File: src/rtl/peac_pkg.sv
package peac_pkg;

	localparam int NUM_CH    = 8;
	localparam int SAMPLE_W  = 16;
	localparam int GAIN_W    = 16;
	localparam int CFG_IDX_W = 3;
	localparam int CFG_W     = 16;

	typedef logic signed [SAMPLE_W-1:0] sample_t;

	localparam sample_t SAMPLE_MAX = 16'sh7FFF;
	localparam sample_t SAMPLE_MIN = 16'sh8000;

	localparam logic [CFG_IDX_W-1:0] REG_CHANNEL_COUNT = 3'd0;
	localparam logic [CFG_IDX_W-1:0] REG_THRESHOLD     = 3'd1;
	localparam logic [CFG_IDX_W-1:0] REG_RATIO         = 3'd2;
	localparam logic [CFG_IDX_W-1:0] REG_ATTACK        = 3'd3;
	localparam logic [CFG_IDX_W-1:0] REG_RELEASE       = 3'd4;

	localparam logic [14:0] THRESHOLD_RST = 15'd23198;
	localparam logic [15:0] RATIO_RST     = 16'd49152;

endpackage

File: src/rtl/peak_envelope_audio_compressor.sv
// Per frame: peak scan of the channels, envelope update, gain (a divider giving one
// quotient bit per cycle, only above threshold), wait for a free output slot, then
// scaling. A new frame is taken only once the last one is scaled; one 18x18 multiplier
// is shared by envelope, gain and scaling, and the gain divide uses a 48-bit subtractor.
// Reset (arst_n low, asynchronous): registers at their defaults, envelope zero,
// no output word pending.
module peak_envelope_audio_compressor
	import peac_pkg::*;
#(
	parameter int MAX_CHANNELS = 8
) (
	input  logic                         clk,
	input  logic                         arst_n,
	input  logic                         cfg_we,
	input  logic [CFG_IDX_W-1:0]         cfg_index,
	input  logic [CFG_W-1:0]             cfg_wdata,
	input  logic                         s_axis_tvalid,
	output logic                         s_axis_tready,
	// in_ch0 .. in_ch7, 16 bits each
	input  logic [NUM_CH*SAMPLE_W-1:0]   s_axis_tdata,
	output logic                         m_axis_tvalid,
	input  logic                         m_axis_tready,
	// out_ch0 .. out_ch7, 16 bits each, then applied_gain
	output logic [NUM_CH*SAMPLE_W+GAIN_W-1:0] m_axis_tdata
);

	localparam int IDX_W = (MAX_CHANNELS > 1) ? $clog2(MAX_CHANNELS) : 1;
	localparam logic [3:0] MAX_N = 4'(MAX_CHANNELS);

	localparam logic [3:0] S_IDLE   = 4'd0;
	localparam logic [3:0] S_PEAK   = 4'd1;
	localparam logic [3:0] S_ENV_A  = 4'd2;
	localparam logic [3:0] S_ENV_B  = 4'd3;
	localparam logic [3:0] S_ENV_C  = 4'd4;
	localparam logic [3:0] S_GAIN_A = 4'd5;
	localparam logic [3:0] S_GAIN_B = 4'd6;
	localparam logic [3:0] S_GAIN_C = 4'd7;
	localparam logic [3:0] S_DIV    = 4'd8;
	localparam logic [3:0] S_HOLD   = 4'd9;
	localparam logic [3:0] S_APPLY  = 4'd10;

	logic [3:0]  state_q;
	logic [3:0]  cnt_q;
	logic [3:0]  n_q;

	logic [3:0]  chan_count_q;
	logic [14:0] thresh_q;
	logic [15:0] ratio_q;
	logic [15:0] attack_q;
	logic [15:0] release_q;

	sample_t     smp_q [MAX_CHANNELS];
	sample_t     out_q [NUM_CH];
	logic [15:0] gain_out_q;
	logic        out_valid_q;

	logic [14:0] peak_q;
	logic [15:0] env_q;
	logic [31:0] acc_q;
	logic [31:0] den_q;
	logic [47:0] rem_q;
	logic [47:0] dsh_q;
	logic [15:0] quo_q;
	logic [14:0] gain_q;
	logic [15:0] applied_q;

	logic signed [17:0] mul_a;
	logic signed [17:0] mul_b;
	logic signed [35:0] mul_q;

	logic [IDX_W-1:0] rd_idx;
	sample_t     rd_smp;
	logic [15:0] abs_raw;
	logic [14:0] abs_sat;
	logic [15:0] coef;
	logic [15:0] env_diff;
	logic [32:0] env_sum;
	logic        div_ge;
	logic [15:0] quo_next;
	logic [16:0] applied_sum;
	logic [3:0]  wr_idx;
	logic signed [36:0] rnd_sum;
	logic signed [21:0] rnd_q;
	sample_t     scaled;
	logic        accept;
	logic        out_free;

	assign accept   = s_axis_tvalid && s_axis_tready;
	assign out_free = !out_valid_q || m_axis_tready;
	assign s_axis_tready = (state_q == S_IDLE);
	assign m_axis_tvalid = out_valid_q;

	always_comb begin
		m_axis_tdata = '0;
		for (int i = 0; i < NUM_CH; i++) begin
			m_axis_tdata[i*SAMPLE_W +: SAMPLE_W] = out_q[i];
		end
		m_axis_tdata[NUM_CH*SAMPLE_W +: GAIN_W] = gain_out_q;
	end

	assign rd_idx  = cnt_q[IDX_W-1:0];
	assign rd_smp  = (cnt_q < MAX_N) ? smp_q[rd_idx] : '0;
	assign abs_raw = rd_smp[SAMPLE_W-1] ? (~rd_smp + 16'd1) : rd_smp;
	assign abs_sat = abs_raw[15] ? 15'h7FFF : abs_raw[14:0];

	assign coef     = ({1'b0, peak_q} > env_q) ? attack_q : release_q;
	assign env_diff = env_q - {1'b0, thresh_q};
	assign env_sum  = {1'b0, acc_q} + {1'b0, mul_q[31:0]} + 33'd32768;

	assign div_ge   = (rem_q >= dsh_q);
	assign quo_next = {quo_q[14:0], div_ge};

	assign applied_sum = {2'b0, gain_q} + 17'd32769;

	assign wr_idx  = cnt_q - 4'd1;
	assign rnd_sum = 37'(mul_q) + 37'sd16384;
	assign rnd_q   = rnd_sum[36:15];
	always_comb begin
		if (rnd_q > 22'sd32767) begin
			scaled = SAMPLE_MAX;
		end else if (rnd_q < -22'sd32768) begin
			scaled = SAMPLE_MIN;
		end else begin
			scaled = rnd_q[15:0];
		end
	end

	// shared multiplier operand select
	always_comb begin
		mul_a = '0;
		mul_b = '0;
		unique case (state_q)
			S_ENV_A: begin
				mul_a = {2'b0, coef};
				mul_b = {2'b0, env_q};
			end
			S_ENV_B: begin
				mul_a = {1'b0, 17'h10000 - {1'b0, coef}};
				mul_b = {3'b0, peak_q};
			end
			S_GAIN_A: begin
				mul_a = {2'b0, ratio_q};
				mul_b = {2'b0, env_diff};
			end
			S_GAIN_B: begin
				mul_a = {3'b0, thresh_q};
				mul_b = {3'b0, thresh_q};
			end
			S_APPLY: begin
				mul_a = {{2{rd_smp[SAMPLE_W-1]}}, rd_smp};
				mul_b = {2'b0, applied_q};
			end
			default: begin
				mul_a = '0;
				mul_b = '0;
			end
		endcase
	end

	always_ff @(posedge clk) begin
		mul_q <= mul_a * mul_b;
	end

	always_ff @(posedge clk or negedge arst_n) begin
		if (!arst_n) begin
			chan_count_q <= '0;
			thresh_q     <= THRESHOLD_RST;
			ratio_q      <= RATIO_RST;
			attack_q     <= '0;
			release_q    <= '0;
		end else if (cfg_we) begin
			unique case (cfg_index)
				REG_CHANNEL_COUNT: chan_count_q <= cfg_wdata[3:0];
				REG_THRESHOLD:     thresh_q     <= cfg_wdata[14:0];
				REG_RATIO:         ratio_q      <= cfg_wdata;
				REG_ATTACK:        attack_q     <= cfg_wdata;
				REG_RELEASE:       release_q    <= cfg_wdata;
				default: ;
			endcase
		end
	end

	always_ff @(posedge clk or negedge arst_n) begin
		if (!arst_n) begin
			state_q     <= S_IDLE;
			cnt_q       <= '0;
			n_q         <= '0;
			env_q       <= '0;
			out_valid_q <= 1'b0;
		end else begin
			if (out_valid_q && m_axis_tready) begin
				out_valid_q <= 1'b0;
			end
			unique case (state_q)
				S_IDLE: begin
					if (accept) begin
						for (int i = 0; i < MAX_CHANNELS; i++) begin
							smp_q[i] <= s_axis_tdata[i*SAMPLE_W +: SAMPLE_W];
						end
						n_q     <= (chan_count_q > MAX_N) ? MAX_N : chan_count_q;
						cnt_q   <= '0;
						peak_q  <= '0;
						state_q <= S_PEAK;
					end
				end
				S_PEAK: begin
					if (cnt_q < n_q && abs_sat > peak_q) begin
						peak_q <= abs_sat;
					end
					if (cnt_q == MAX_N - 4'd1) begin
						state_q <= S_ENV_A;
					end else begin
						cnt_q <= cnt_q + 4'd1;
					end
				end
				S_ENV_A: begin
					state_q <= S_ENV_B;
				end
				S_ENV_B: begin
					acc_q   <= mul_q[31:0];
					state_q <= S_ENV_C;
				end
				S_ENV_C: begin
					env_q   <= env_sum[31:16];
					state_q <= S_GAIN_A;
				end
				S_GAIN_A: begin
					if (env_q > {1'b0, thresh_q}) begin
						state_q <= S_GAIN_B;
					end else begin
						gain_q  <= thresh_q;
						state_q <= S_HOLD;
					end
				end
				S_GAIN_B: begin
					den_q   <= {1'b0, thresh_q, 16'b0} + mul_q[31:0];
					state_q <= S_GAIN_C;
				end
				S_GAIN_C: begin
					rem_q <= {2'b0, mul_q[29:0], 16'b0} + {17'b0, den_q[31:1]};
					dsh_q <= {1'b0, den_q, 15'b0};
					quo_q <= '0;
					cnt_q <= 4'd15;
					if (den_q == '0) begin
						gain_q  <= '0;
						state_q <= S_HOLD;
					end else begin
						state_q <= S_DIV;
					end
				end
				S_DIV: begin
					if (div_ge) begin
						rem_q <= rem_q - dsh_q;
					end
					dsh_q <= dsh_q >> 1;
					quo_q <= quo_next;
					if (cnt_q == 4'd0) begin
						gain_q  <= quo_next[15] ? 15'h7FFF : quo_next[14:0];
						state_q <= S_HOLD;
					end else begin
						cnt_q <= cnt_q - 4'd1;
					end
				end
				S_HOLD: begin
					applied_q <= applied_sum[16:1];
					if (out_free) begin
						for (int i = 0; i < NUM_CH; i++) begin
							out_q[i] <= '0;
						end
						cnt_q   <= '0;
						state_q <= S_APPLY;
					end
				end
				S_APPLY: begin
					if (cnt_q != 4'd0 && wr_idx < n_q) begin
						out_q[wr_idx[2:0]] <= scaled;
					end
					if (cnt_q == MAX_N) begin
						gain_out_q  <= applied_q;
						out_valid_q <= 1'b1;
						state_q     <= S_IDLE;
					end else begin
						cnt_q <= cnt_q + 4'd1;
					end
				end
				default: begin
					state_q <= S_IDLE;
				end
			endcase
		end
	end

	a_accept_starts_scan: assert property (@(posedge clk) disable iff (!arst_n)
		accept |=> state_q == S_PEAK)
		else $error("accepted word did not start the channel scan");

	a_div_nonzero: assert property (@(posedge clk) disable iff (!arst_n)
		state_q == S_DIV |-> den_q != '0)
		else $error("divider running with zero divisor");

	a_apply_out_free: assert property (@(posedge clk) disable iff (!arst_n)
		state_q == S_APPLY |-> !out_valid_q)
		else $error("output registers overwritten while a word is pending");

	a_env_range: assert property (@(posedge clk) disable iff (!arst_n)
		state_q == S_GAIN_A |-> !env_q[15])
		else $error("envelope above full scale");

	a_gain_range: assert property (@(posedge clk) disable iff (!arst_n)
		out_valid_q |-> gain_out_q <= 16'd32768)
		else $error("applied gain above unity");

endmodule

File: config.mk
export PLATFORM = sky130hd
export DESIGN_NAME = peak_envelope_audio_compressor
export DESIGN_NICKNAME = d
export VERILOG_FILES = /design/src/rtl/peac_pkg.sv /design/src/rtl/peak_envelope_audio_compressor.sv
export SDC_FILE = /design/constraint.sdc
export NUM_CORES = 2
export LEC_CHECK = 0
export BUFFER_PORTS_ARGS = -buffer_cell sky130_fd_sc_hd__clkbuf_2
export CORE_MARGIN = 2
export CORE_UTILIZATION = 32
export CTS_CLUSTER_DIAMETER = 100
export DETAILED_ROUTE_END_ITERATION = 8
export PLACE_DENSITY_LB_ADDON = 0.25
export REMOVE_ABC_BUFFERS = 1
export SLEW_MARGIN = 10
export SYNTH_ARGS = -nofsm -noshare
export SYNTH_HDL_FRONTEND = slang
export SYNTH_SLANG_ARGS = --single-unit
File: constraint.sdc
create_clock -name clk -period 14.35 [get_ports clk]
set_input_delay 0.7175 -clock clk [delete_from_list [all_inputs] [get_ports clk]]
set_output_delay 0.7175 -clock clk [all_outputs]
set_load 0.005 [all_outputs]
**Yosys cells after proc, flatten, opt, wreduce, memory -nomap -nowiden**

Memory sizes are Yosys's and may differ from the RTL's.
Index checks and enable logic that the tools add are counted.

- Bits in writable memories: 256
- Memories: 2
- Flip-flop bits (word level): 368
- Bits of input ports: 152

Memory list:

| memory | depth | width | read ports | clocked after memory_dff | wr ports | line | RTL |
|---|---|---|---|---|---|---|---|
| out_q | 8 | 16 | 8 | 0 | 8 | peak_envelope_audio_compressor.sv:53 | `sample_t out_q [NUM_CH];` |
| smp_q | 8 | 16 | 1 | 0 | 8 | peak_envelope_audio_compressor.sv:52 | `sample_t smp_q [MAX_CHANNELS];` |

- Equal/unequal tests: 28
- Muxes and demuxes: 50
- Magnitude comparators: 10
- Reduce and logical (&&, ||, !) cells: 35
- $add $sub $neg: 12
- $mul: 1
- Bitwise logic cells: 1

Operators with widths:

| kind | number |
|---|---|
| $pmux 48 s2 | 2 |
| $mux 15 | 7 |
| $mux 16 | 6 |
| $pmux 18 s5 | 1 |
| $pmux 16 s5 | 1 |
| $pmux 15 s2 | 2 |
| $ge 48x48->1 | 1 |
| $mux 4 | 12 |
| $mux 48 | 1 |
| $sub 48x48->48 | 1 |
| $add 46x31->47 | 1 |
| $pmux 15 s3 | 1 |
| $pmux 4 s11 | 1 |
| $add 35x16->36 const B | 1 |
| $mul 18x17->35 | 1 |
| $add 31x32->32 | 1 |
| $add 32x16->32 const B | 1 |
| $add 32x32->32 | 1 |
| $logic_not 32->1 | 1 |
| $pmux 4 s6 | 1 |
| $gt 22x16->1 const B | 1 |
| $lt 22x16->1 const B | 1 |
| $ne 2x2->1 const B | 11 |
| $eq 4x3->1 const B | 5 |
| 37 further kinds | 75 |

**Depth between registers and ports, before layout**

- Word-level depth: 10
- Mapped depth: 39

**Worst setup path after synthesis**

Ideal clock, no wire load.

- Path kind: register to register
- From: register env_q[1]
- To: register mul_q[31]
- Required time: 14.278 ns
- Stages on the path, launching flop included: 39
- Slack: 5.392 ns
- Data arrival time: 8.886 ns
- Library setup time: 0.072 ns
- Cells stage by stage: dfrtp_1 inv_1 ha_1 nor2b_1 o21a_1 o21a_1 o21a_1 o31a_1 buf_2 buf_2 mux2i_1 ha_1 clkbuf_1 nand3_1 xor2_1 o221ai_1 nand2_1 fa_1 [3 not listed] inv_1 fa_1 inv_1 fa_1 inv_1 fa_1 inv_1 ha_1 inv_1 nor2_1 nor4_1 a21oi_1 o41ai_1 o31ai_1 a41oi_1 nand2b_1 a221oi_1 xnor2_1

- Word-level cells in the longest chain between the ends: 5
- Elaborated cells between the ends (all ways): 7

RTL lines:

| what | line | RTL |
|---|---|---|
| start, declared | peak_envelope_audio_compressor.sv:58 | `logic [15:0] env_q;` |
| start signal, assigned | peak_envelope_audio_compressor.sv:224 | `env_q <= env_sum[31:16];` |
| $gt 15x16->1 | peak_envelope_audio_compressor.sv:106 | `assign coef = ({1'b0, peak_q} > env_q) ? attack_q : release_q;` |
| $mux 16 | peak_envelope_audio_compressor.sv:106 |  |
| $sub 17x16->17 | peak_envelope_audio_compressor.sv:138 | `mul_a = {1'b0, 17'h10000 - {1'b0, coef}};` |
| $pmux 18 s5 | peak_envelope_audio_compressor.sv:132 | `unique case (state_q)` |
| $mul 18x17->35 * | peak_envelope_audio_compressor.sv:161 | `mul_q <= mul_a * mul_b;` |
| end signal, assigned | peak_envelope_audio_compressor.sv:161 |  |
| end, declared | peak_envelope_audio_compressor.sv:69 | `logic signed [35:0] mul_q;` |

Every way passes the cells marked *; elsewhere a longest branch is shown, timed or not.
A chain may end at the register's enable or synchronous reset.

**Final worst setup path**

Same ends and word-level chain as after synthesis.

==> results.cfg <==
[pwr]
powerDensity_nw_per_um2 = 191
leakage_nw = 21.2
irDropWorstVdd_v = 0.000147

[cts]
numCtsBuffers = 77
cts-root-buf = clkbuf_16
clk_latency_ns = 0.72
cts.sinks = 623
path_clk_slew_ns = 0.06
h-tree-depth = 3
cts_setup_buffers = 0
clock_path_buffers = 3
cts_tree = yes

[setup_path]
crit_path_end_kind = flip-flop
rr_worst_depth = 35
cp.arrival_ns = 10.87
crit_required_ns = 14.93
r2r_slack_ns = 4.06
worstSetupStartpointType = flip-flop
crit_fanout = 30
critPathSlowestCell = o41ai_1
cp-startpoint = env_q[1]
r2r-end = mul_q[31]
path_class = flip-flop to flip-flop
max_stage_delay_ns = 0.83
r2r-start = env_q[1]

[hold_path]
timing.hold.worst_endpoint = smp_q[7][5]
hold_start = s_axis_tdata[117]
hp-class = input port to flip-flop
min_path_cells = 1

[run]
maxCapViolCount = 0

[sta]
clock_skew_ns = 0.0746
hold_viol_final = 0
tns_ns = 0
worst_pin_slew_ns = 1.27
rsz0062_at_grt = false
timing.final.ws_setup_ns = 4.06
finalCritPeriodShare_pct = 71.7
drv_slew = 0
fin_crit_ns = 10.29
holdWs_ns = 0.167
finalSetupViolations = 0
slew_headroom_pct = 15.3
fmax_ghz = 0.0971

[drt]
wirelength_mm = 130
vias = 31200
drt_iter0_markers = 2420
antenna_left = 0
viasPerCell = 5.04
dr.pass1.iters = 6
wl_per_cell_um = 21.0
route.detailed.drc = 0

[die]
coreArea_um2 = 134000
rows = 134
dieArea_um2 = 138000
die_h_um = 372
chipWidth_um = 372
io_pins = 298
start_util_pct = 32.3

[synthesis]
ys.flop_type = edfxtp_1
avgSynthCellArea_um2 = 10.6
yosysSeqAreaShare_pct = 41.3
ys_seq_elements = 623
synthDistinctLibCells = 97
syn-instance-count = 4079
synthArstFlopShare_pct = 15.4
synth_edf_count = 492
ys_warn_count = 0
syn_area_um2 = 43300

[place]
dpl_worst_slack_ns = 4.22
routabilityCongestion = 0.901
dp_hpwl_mm = 100
portBuffers = 297
place_area_um2 = 46900
place_inst = 6057

[global_route]
track_usage_pct = 18.9
grt_pass1_wl_mm = 197
grt_max_degree = 81
first_global_vias = 32100
antenna_found_initial = 4
grt_overflow = 0

[finish]
nets = 5100
fin_area_um2 = 49400
final_cell_mix = inv_1 (530), edfxtp_1 (492), nor2_1 (433), nand2_1 (370), fa_1 (297)
final_layout_size_suffix_gt1_share_pct = 14.1
syn2layout_area_growth_pct = 14.2
final_common_cell = inv_1
final_cells = 6201

[run_status]
status = completed
==> per-stage QoR <==
stage	utilization [%]	power [mW]
after floorplan	-	5.81
after global placement	35.0	7.52
after detailed placement	35.0	7.54
after CTS	36.9	9.49
after global routing	36.9	10.1
final	36.9	9.43
==> area by class of cell <==
cell class	instances	area (um^2)
Fill cell	13400	84500
Multi-Input combinational cell	2783	22900
Sequential cell	623	17900
Tap cell	1768	2210
Clock buffer	102	2070
Inverter	530	1990
Timing Repair Buffer	354	1920
Clock inverter	40	418
Antenna cell	1	2.50
==> sequential cells by signal, summed over array words and instances, names as in the netlist, 32 cells and up <==
signal	cells
rem_q	48
dsh_q	47
den_q	32
out_q	128
smp_q	128
acc_q	32
mul_q	35
==> worst max path at each step <==
stage           endpoint  slack, ns  cells past startpoint
2_1_floorplan   rem_q[0]       3.81                      5
3_3_place_gp   mul_q[31]       4.36                     36
3_5_place_dp   mul_q[31]       4.22                     36
4_1_cts        mul_q[31]       4.10                     36
5_1_grt        mul_q[31]       3.39                     35
6_report       mul_q[31]       4.06                     35
==> cells in the mapped netlist (all sizes together) (11+ instances only) <==
| library cell | count | share of area (%) |
|---|---|---|
| nand2 | 372 | 3.2 |
| a21boi | 13 | 0.23 |
| a221oi | 16 | 0.38 |
| nor2b | 29 | 0.42 |
| mux4 | 32 | 1.7 |
| buf | 24 | 0.30 |
| o211ai | 11 | 0.19 |
| nor2 | 439 | 3.8 |
| nand3 | 59 | 0.68 |
| edfxtp | 492 | 34 |
| mux2 | 62 | 1.6 |
| dfrtp | 85 | 4.9 |
| nor3 | 52 | 0.62 |
| xor2 | 78 | 1.6 |
| a31oi | 20 | 0.30 |
| xnor2 | 116 | 2.3 |
| a22oi | 18 | 0.31 |
| fa | 297 | 14 |
| dfstp | 11 | 0.67 |
| mux2i | 24 | 0.56 |
| inv | 530 | 4.6 |
| a222oi | 12 | 0.28 |
| and3 | 35 | 0.51 |
| ha | 282 | 8.1 |
| o31ai | 12 | 0.21 |
| a221o | 17 | 0.39 |
| dfxtp | 35 | 1.6 |
| or3 | 11 | 0.16 |
| o21ai | 185 | 2.1 |
| and2 | 43 | 0.63 |
| nor4 | 18 | 0.29 |
| o21a | 28 | 0.49 |
| nand4 | 35 | 0.51 |
| a21o | 86 | 1.5 |
| o21bai | 13 | 0.23 |
| nand2b | 33 | 0.48 |
| a21oi | 199 | 2.4 |
| clkbuf | 119 | 1.0 |
| a211oi | 17 | 0.31 |
==> worst max-delay path, delay by kind of cell (launching register included) <==
| family | cells | cell delay, ns |
|---|---|---|
| buffers and inverters | 6 | 0.54 |
| AOI/OAI and AO/OA | 11 | 3.74 |
| adders and majority gates | 9 | 3.87 |
| muxes | 1 | 0.34 |
| and+or+nand+nor | 6 | 0.85 |
| DFF | 1 | 0.44 |
| xor gates and xnor gates | 2 | 0.36 |
==> logic make-up (layout without fill, tap and decap cells) <==
kind of cell             after synthesis  count (layout)  synth area share (%)
AO/OA/AOI/OAI                        731             731                  11.1
XOR/XNOR                             194             194                  3.92
adder cells (fa/ha/maj)              579             579                  21.9
buffers and inverters                673            1026                  5.93
flip-flops                           623             623                  41.3
multiplexers                         118             118                  3.85
other                                  0               1                     0
AND/OR/NAND/NOR                     1161            1161                  12.0
==> power breakdown <==
group	switching [mW]	internal, mW	total, mW
Combinational	3.22	1.72	4.94
Clock	0.844	1.06	1.90
Sequential	0.265	2.33	2.59
==> metal layers <==
| metal | part of all wire [%] | GRT usage, % | vias up |
|---|---|---|---|
| met5 | 0 | 0 | - |
| li1 | - | - | 14600 |
| met2 | 47 | 31.0 | 844 |
| met1 | 44 | 25.3 | 15600 |
| met4 | 3.3 | 6.70 | 0 |
| met3 | 5.4 | 2.95 | 194 |
==> what timing repair did <==
item | 4_1_cts | 5_1_grt
endpoints found under the hold margin | 23 | 0
resized for setup | 0 | 0
hold buffers | 1 | 0
Power figures use the tool's default switching activity.
